`config.mk`:
```
export PLATFORM = sky130hd
export DESIGN_NAME = tmf_ctrl
export DESIGN_NICKNAME = d
export VERILOG_FILES = /design/src/rtl/tmf_pkg.sv /design/src/rtl/tmf_ctrl.sv
export SDC_FILE = /design/constraint.sdc
export NUM_CORES = 1
export LEC_CHECK = 0
export BUFFER_PORTS_ARGS = -buffer_cell sky130_fd_sc_hd__buf_4
export CORE_AREA = 2 2 39 41
export CTS_CLUSTER_SIZE = 14
export DETAILED_ROUTE_END_ITERATION = 8
export DIE_AREA = 0 0 41 43
export GPL_ROUTABILITY_DRIVEN = 0
export PLACE_DENSITY = 0.45
export SLEW_MARGIN = 20
export SYNTH_ARGS = -nofsm -noshare
export SYNTH_HDL_FRONTEND = slang
export SYNTH_SLANG_ARGS = --single-unit
```
`constraint.sdc`:
```
create_clock -name clk -period 1.65 [get_ports clk]
set_input_delay 0.4125 -clock clk [delete_from_list [all_inputs] [get_ports clk]]
set_output_delay 0.4125 -clock clk [all_outputs]
set_load 0.005 [all_outputs]
```
`src/rtl/tmf_pkg.sv`:
```
`default_nettype none

package tmf_pkg;

  localparam int TMEM_WORDS = 2048;
  localparam int TMEM_AW    = $clog2(TMEM_WORDS);
  localparam int WORD_W     = 16;
  localparam int COORD_W    = 16;
  localparam int LANE_W     = 3;
  localparam int AXIS_W     = 21;
  localparam int TILE_W     = 30;
  localparam int PIX_W      = 2;
  localparam int CFG_IW     = 3;
  localparam int CFG_DW     = 30;
  localparam int TEX_W      = 12;   // whole-texel coordinate after shift and offset
  localparam int NIB_W      = 13;   // nibble address into texture memory

  localparam logic [COORD_W-1:0] COORD_MAX = 16'h7fff;
  localparam logic [3:0]         SHIFT_LIM = 4'd10;
  localparam logic [3:0]         MASK_LIM  = 4'd10;
  localparam logic [TMEM_AW-1:0] PAL_BASE  = 11'h400;
  localparam logic [TMEM_AW-1:0] IDX_WIDE  = 11'h7ff;
  localparam logic [TMEM_AW-1:0] IDX_NARROW = 11'h3ff;

  // input word commands
  localparam logic CMD_WRITE = 1'b0;
  localparam logic CMD_FETCH = 1'b1;

  typedef enum logic [CFG_IW-1:0] {
    CFG_S_AXIS,
    CFG_T_AXIS,
    CFG_TILE_LAYOUT,
    CFG_PIXEL_SIZE,
    CFG_PALETTE_ENABLE,
    CFG_FORCE_MAX_COORD
  } cfg_idx_t;

  typedef enum logic [PIX_W-1:0] {
    PIX_NONE = 2'd0,
    PIX_8    = 2'd1,
    PIX_16   = 2'd2,
    PIX_16B  = 2'd3
  } pix_size_t;

  typedef enum logic [1:0] {
    TSZ_4    = 2'd0,
    TSZ_8    = 2'd1,
    TSZ_16   = 2'd2,
    TSZ_BYTE = 2'd3
  } tex_size_t;

  typedef struct packed {
    logic clear;
    logic mem_wr;
    logic capture;
    logic tex_en;
    logic wrap_en;
    logic rd0;
    logic rd1;
    logic res_load;
  } ctl_cmd_t;

  typedef struct packed {
    logic clr_last;
  } ctl_sts_t;

endpackage

`default_nettype wire

```
`src/rtl/tmf_ctrl.sv`:
```
`default_nettype none

module tmf_ctrl (
  input  logic              clk,
  input  logic              rst,
  input  logic              in_valid,
  input  logic              in_command,
  output logic              in_ready,
  output logic              out_valid,
  input  logic              out_ready,
  output tmf_pkg::ctl_cmd_t cmd,
  input  tmf_pkg::ctl_sts_t sts
);
  import tmf_pkg::*;

  typedef enum logic [2:0] {
    S_CLEAR,
    S_IDLE,
    S_TEX,
    S_WRAP,
    S_RD0,
    S_RD1,
    S_RES
  } state_t;

  state_t state;
  logic   accept;

  assign in_ready = (state == S_IDLE);
  assign accept   = in_valid && in_ready;

  always_comb begin
    cmd          = '0;
    cmd.clear    = (state == S_CLEAR);
    cmd.capture  = accept && (in_command == CMD_FETCH);
    cmd.mem_wr   = accept && (in_command == CMD_WRITE);
    cmd.tex_en   = (state == S_TEX);
    cmd.wrap_en  = (state == S_WRAP);
    cmd.rd0      = (state == S_RD0);
    cmd.rd1      = (state == S_RD1);
    // output register frees up in the same cycle it is taken
    cmd.res_load = (state == S_RES) && (!out_valid || out_ready);
  end

  always_ff @(posedge clk) begin
    if (rst) begin
      state     <= S_CLEAR;
      out_valid <= 1'b0;
    end else begin
      if (cmd.res_load) begin
        out_valid <= 1'b1;
      end else if (out_ready) begin
        out_valid <= 1'b0;
      end
      unique case (state)
        S_CLEAR: begin
          if (sts.clr_last) state <= S_IDLE;
        end
        S_IDLE: begin
          if (cmd.capture) state <= S_TEX;
        end
        S_TEX:  state <= S_WRAP;
        S_WRAP: state <= S_RD0;
        S_RD0:  state <= S_RD1;
        S_RD1:  state <= S_RES;
        S_RES: begin
          if (cmd.res_load) state <= S_IDLE;
        end
        default: state <= S_IDLE;
      endcase
    end
  end

endmodule

`default_nettype wire

```
# Word level (Yosys, flattened, before mapping)
# Index checks and enable logic that the tools add are counted.
# totals
latch_bits	0
word_cells	27
out_inout_bits	10
n_memories	0
ram_bits	0
mem_bits_ro	0
reg_bits	4
in_bits	6
# op_classes
n_shift	0
mul	0
n_mux	6
bitwise	1
reduce_logical	9
n_addsub	0
eq_ne	9
n_div	0
magnitude_cmp	0
# ops
cell	n
$pmux W3 S7	1
$eq A3 B3 Y1 const B	3
$mux W3	3
$eq A3 B2 Y1 const B	2
$logic_and A1 B1 Y1	4
$ne A2 B1 Y1 const B	2
$eq A3 B1 Y1 const B	1
$logic_not A3 Y1	1
$reduce_and A3 Y1	1
$mux W1	2
$ne A2 B2 Y1 const B	1
$reduce_bool A2 Y1	1
$logic_not A1 Y1	1
$logic_or A1 B1 Y1	1
$not A1 Y1	1

# Logic depth before layout (Yosys ltp)
# logic_depth
ltp_word	5
depth_mapped	6
mapped_depth_nobuf	5

# Worst setup path after synthesis
# Ideal clock, no wire load.
# synth_timing
path_kind	reg-to-output
from	reg state[0]
to	out cmd[6] in the netlist's numbering
t_arrival_ns	0.897
path_buffers	0
path_stages_with_launch	3
slack_ns	0.341
path_cell_list	dfxtp_1 > nor3b_4 > and3b_1
# synth_lines
item	line	text
start, declared	tmf_ctrl.sv:26	state_t state;
start signal, assigned	tmf_ctrl.sv:47	state <= S_CLEAR;
start signal, assigned	tmf_ctrl.sv:57	if (sts.clr_last) state <= S_IDLE;
start signal, assigned	tmf_ctrl.sv:60	if (cmd.capture) state <= S_TEX;
end, declared	tmf_ctrl.sv:11	output tmf_pkg::ctl_cmd_t cmd,

==> flow_summary.toml <==
[worst_setup_path]
reg2reg_from = "state[1]"
worstPathMaxFanout = 7
required_ns = 1.24
startpoint = "state[0]"
cpPeakStageDelay_ns = 0.31
arrival_ns = 1.17
crit_buf_inv = 2
crit_top_cell = "buf_4"
critical_path_class = "flop to output pin"
start_kind = "flop"
ff2ff_setup_slack_ns = 0.34
cpMaxStageDelayCell = "dfxtp_1"
cp_cell_sequence = "buf_4, and2b_2, and2_1, buf_4"
end_kind = "output pin"
reg2reg_depth = 5
critPathTopFamily = "simple AND/OR/NAND/NOR gates"
worstReg2RegEnd = "state[2]"

[layout]
instances_no_fill = 72
drive_gt1_frac = 0.500
layout.nets = 65
fin_util = 0.352
regArea_um2 = 85.1
multiInputGateArea_um2 = 228
syn_to_final_growth_pct = 45.7
fill_cells = 147
final_cell_area_um2 = 487
n_antenna_cell = 0

[sta]
layout_setup_ws_ns = 0.0706
fmax_ghz = 0.633
holdWs_ns = 0.356
skew_ns = 0.00212
tns_ns = 0
hold_viol_final = 0
worst_pin_slew_ns = 0.314
period_share = 0.957
rsz0062_at_grt = "false"
period_needed_ns = 1.58
finalSetupViolations = 0
drv_slew = 0
slew_headroom = 0.789

[die]
die_h_um = 43
core_um2 = 1380
dieArea_um2 = 1760
rows = 14
die_w_um = 41
ios = 16
start_util = 0.241

[power]
power_frac_clock = 0.298
p_per_area_nw_per_um2 = 839
irDropWorstVdd_v = 0.000434
intPower_mw = 0.285
swShare = 0.304
power_mw = 0.409
p_sw_mw = 0.124
p_leak_nw = 0.216
seqPwrFrac = 0.313
p_comb_frac = 0.389

[logic_synthesis]
yosys.area.top_type_share = 0.240
ys_seq_area_frac = 0.240
syn_area_um2 = 334
synth_cell_type_count = 24
synthCells = 38
async_reset_ff_frac = 0
yosysWarnings = 0
synth.area.top_cells = "dfxtp_1 24%, buf_6 6.7%, nand2_1 5.6%, nand2b_1 5.6%, nor3b_4 5.6%"
syn_nets = 45
synth_most_common_cell = "nand2_1"
yosysTopAreaCell = "dfxtp_1"
ys_ff_latch = 4
syn_area_per_cell_um2 = 8.79
synth_edf_count = 0
synthFlopType = "dfxtp_1"
yosys-top-cells-count = "5 x nand2_1, 4 x dfxtp_1, 3 x a21oi_1, 3 x nand2b_1"

[routing]
drc = 0
drt-total-wl_um = 778
via_per_inst = 4.44
drt-initial-drc-count = 2
dr.pass1.iters = 4
num_vias = 320
wl_per_cell_um = 10.8
drtAntennaViolNets = 0

[place]
dpl.hpwl_um = 590
dp_slack_ns = 0.146
dp_cells = 69
port_buffers = 15
dpl-instance-area_um2 = 459

[job]
maxCapViolCount = 0

[clock_tree]
cts-root-buf = "clkbuf_4"
cts_max_level = 1
hold_buffers = 0
numCtsBuffers = 3
clkTransAtPathRegs_ns = 0.04
numClockSinks = 4
worstSkewPairLatency_ns = 0.23
max-clock-path-buffers = 2
cts_tree = "built"
post-cts-setup-buffers = 0

[min_path]
hold_path_depth = 2
hold_end = "state[1]"
min-delay-start = "rst"
min_path_type = "input port to flop"

[global_routing]
grt_use_total = 0.121
grt_max_degree = 12
grt_pass1_wl_um = 1410
grt_pass1_vias = 331
antenna_found_initial = 0
grt-ovfl-total = 0

[outcome]
status = "completed"
power by group through the flow:
| stage | clock, mW | sequential (mW) | combinational [mW] |
|---|---|---|---|
| global placement | 0 | 0.127 | 0.161 |
| floorplan | 0 | 0.117 | 0.106 |
| detailed placement | 0 | 0.127 | 0.160 |
| global route | 0.135 | 0.131 | 0.173 |
| CTS | 0.123 | 0.127 | 0.161 |
| finish | 0.122 | 0.128 | 0.159 |
per-layer routing:
metal,global-route usage,share of wire,vias up
met5,0,0,-
met4,0.0600,0.017,0
met3,0.0628,0.044,2
met2,0.150,0.47,6
met1,0.165,0.46,139
li1,-,-,173
what timing repair did:
action / in CTS / in global routing
gates resized for setup: 2 / 1
gates cloned: 0 / 0
hold endpoints to repair: 0 / 0
setup endpoints to repair: 4 / 1
kinds of logic after synthesis:
logic type | Yosys count | synth area share
mux | 1 | 0.0300
compound gates | 7 | 0.169
flops | 4 | 0.240
buf+inv | 3 | 0.0786
fa+ha+maj | 1 | 0.0374
simple gates | 22 | 0.446
worst max path at each step:
stage | endpoint | slack (ns) | depth (start not counted)
2_1_floorplan | cmd[6] | 0.34 | 2
3_3_place_gp | cmd[1] | 0.16 | 3
3_5_place_dp | cmd[1] | 0.15 | 3
4_1_cts | cmd[1] | 0.03 | 3
5_1_grt | cmd[0] | 0.01 | 4
6_report | cmd[1] | 0.07 | 4
state kept, by name, summed over array words and instances, names as in the netlist:
signal     count
state          3
out_valid      1
layout by cell type, fill, tap and decap left out:
master    instances
a311oi_1          1
o21bai_4          1
and2_1            1
and3_1            1
nand2b_1          3
nor2b_1           1
inv_2             1
buf_4            17
o32ai_1           1
o21ai_1           1
dfxtp_4           1
ha_1              1
nor3_1            2
and3b_1           1
and2b_2           1
nand2_1           5
nor3b_1           1
nor3_2            1
and4b_4           1
a21oi_1           3
dfxtp_2           1
clkbuf_4          3
dfxtp_1           2
nor2_1            2
nand3b_1          1
mux2i_1           1
nor3b_4           1
layout make-up:
| cell class | count | area share |
|---|---|---|
| multi-input combinational | 31 | 0.468 |
| timing repair buffer | 17 | 0.262 |
| sequential | 4 | 0.175 |
| clock buffer | 3 | 0.0463 |
| tap | 16 | 0.0411 |
| inverter | 1 | 0.00771 |
Power figures use the tool's default switching activity.
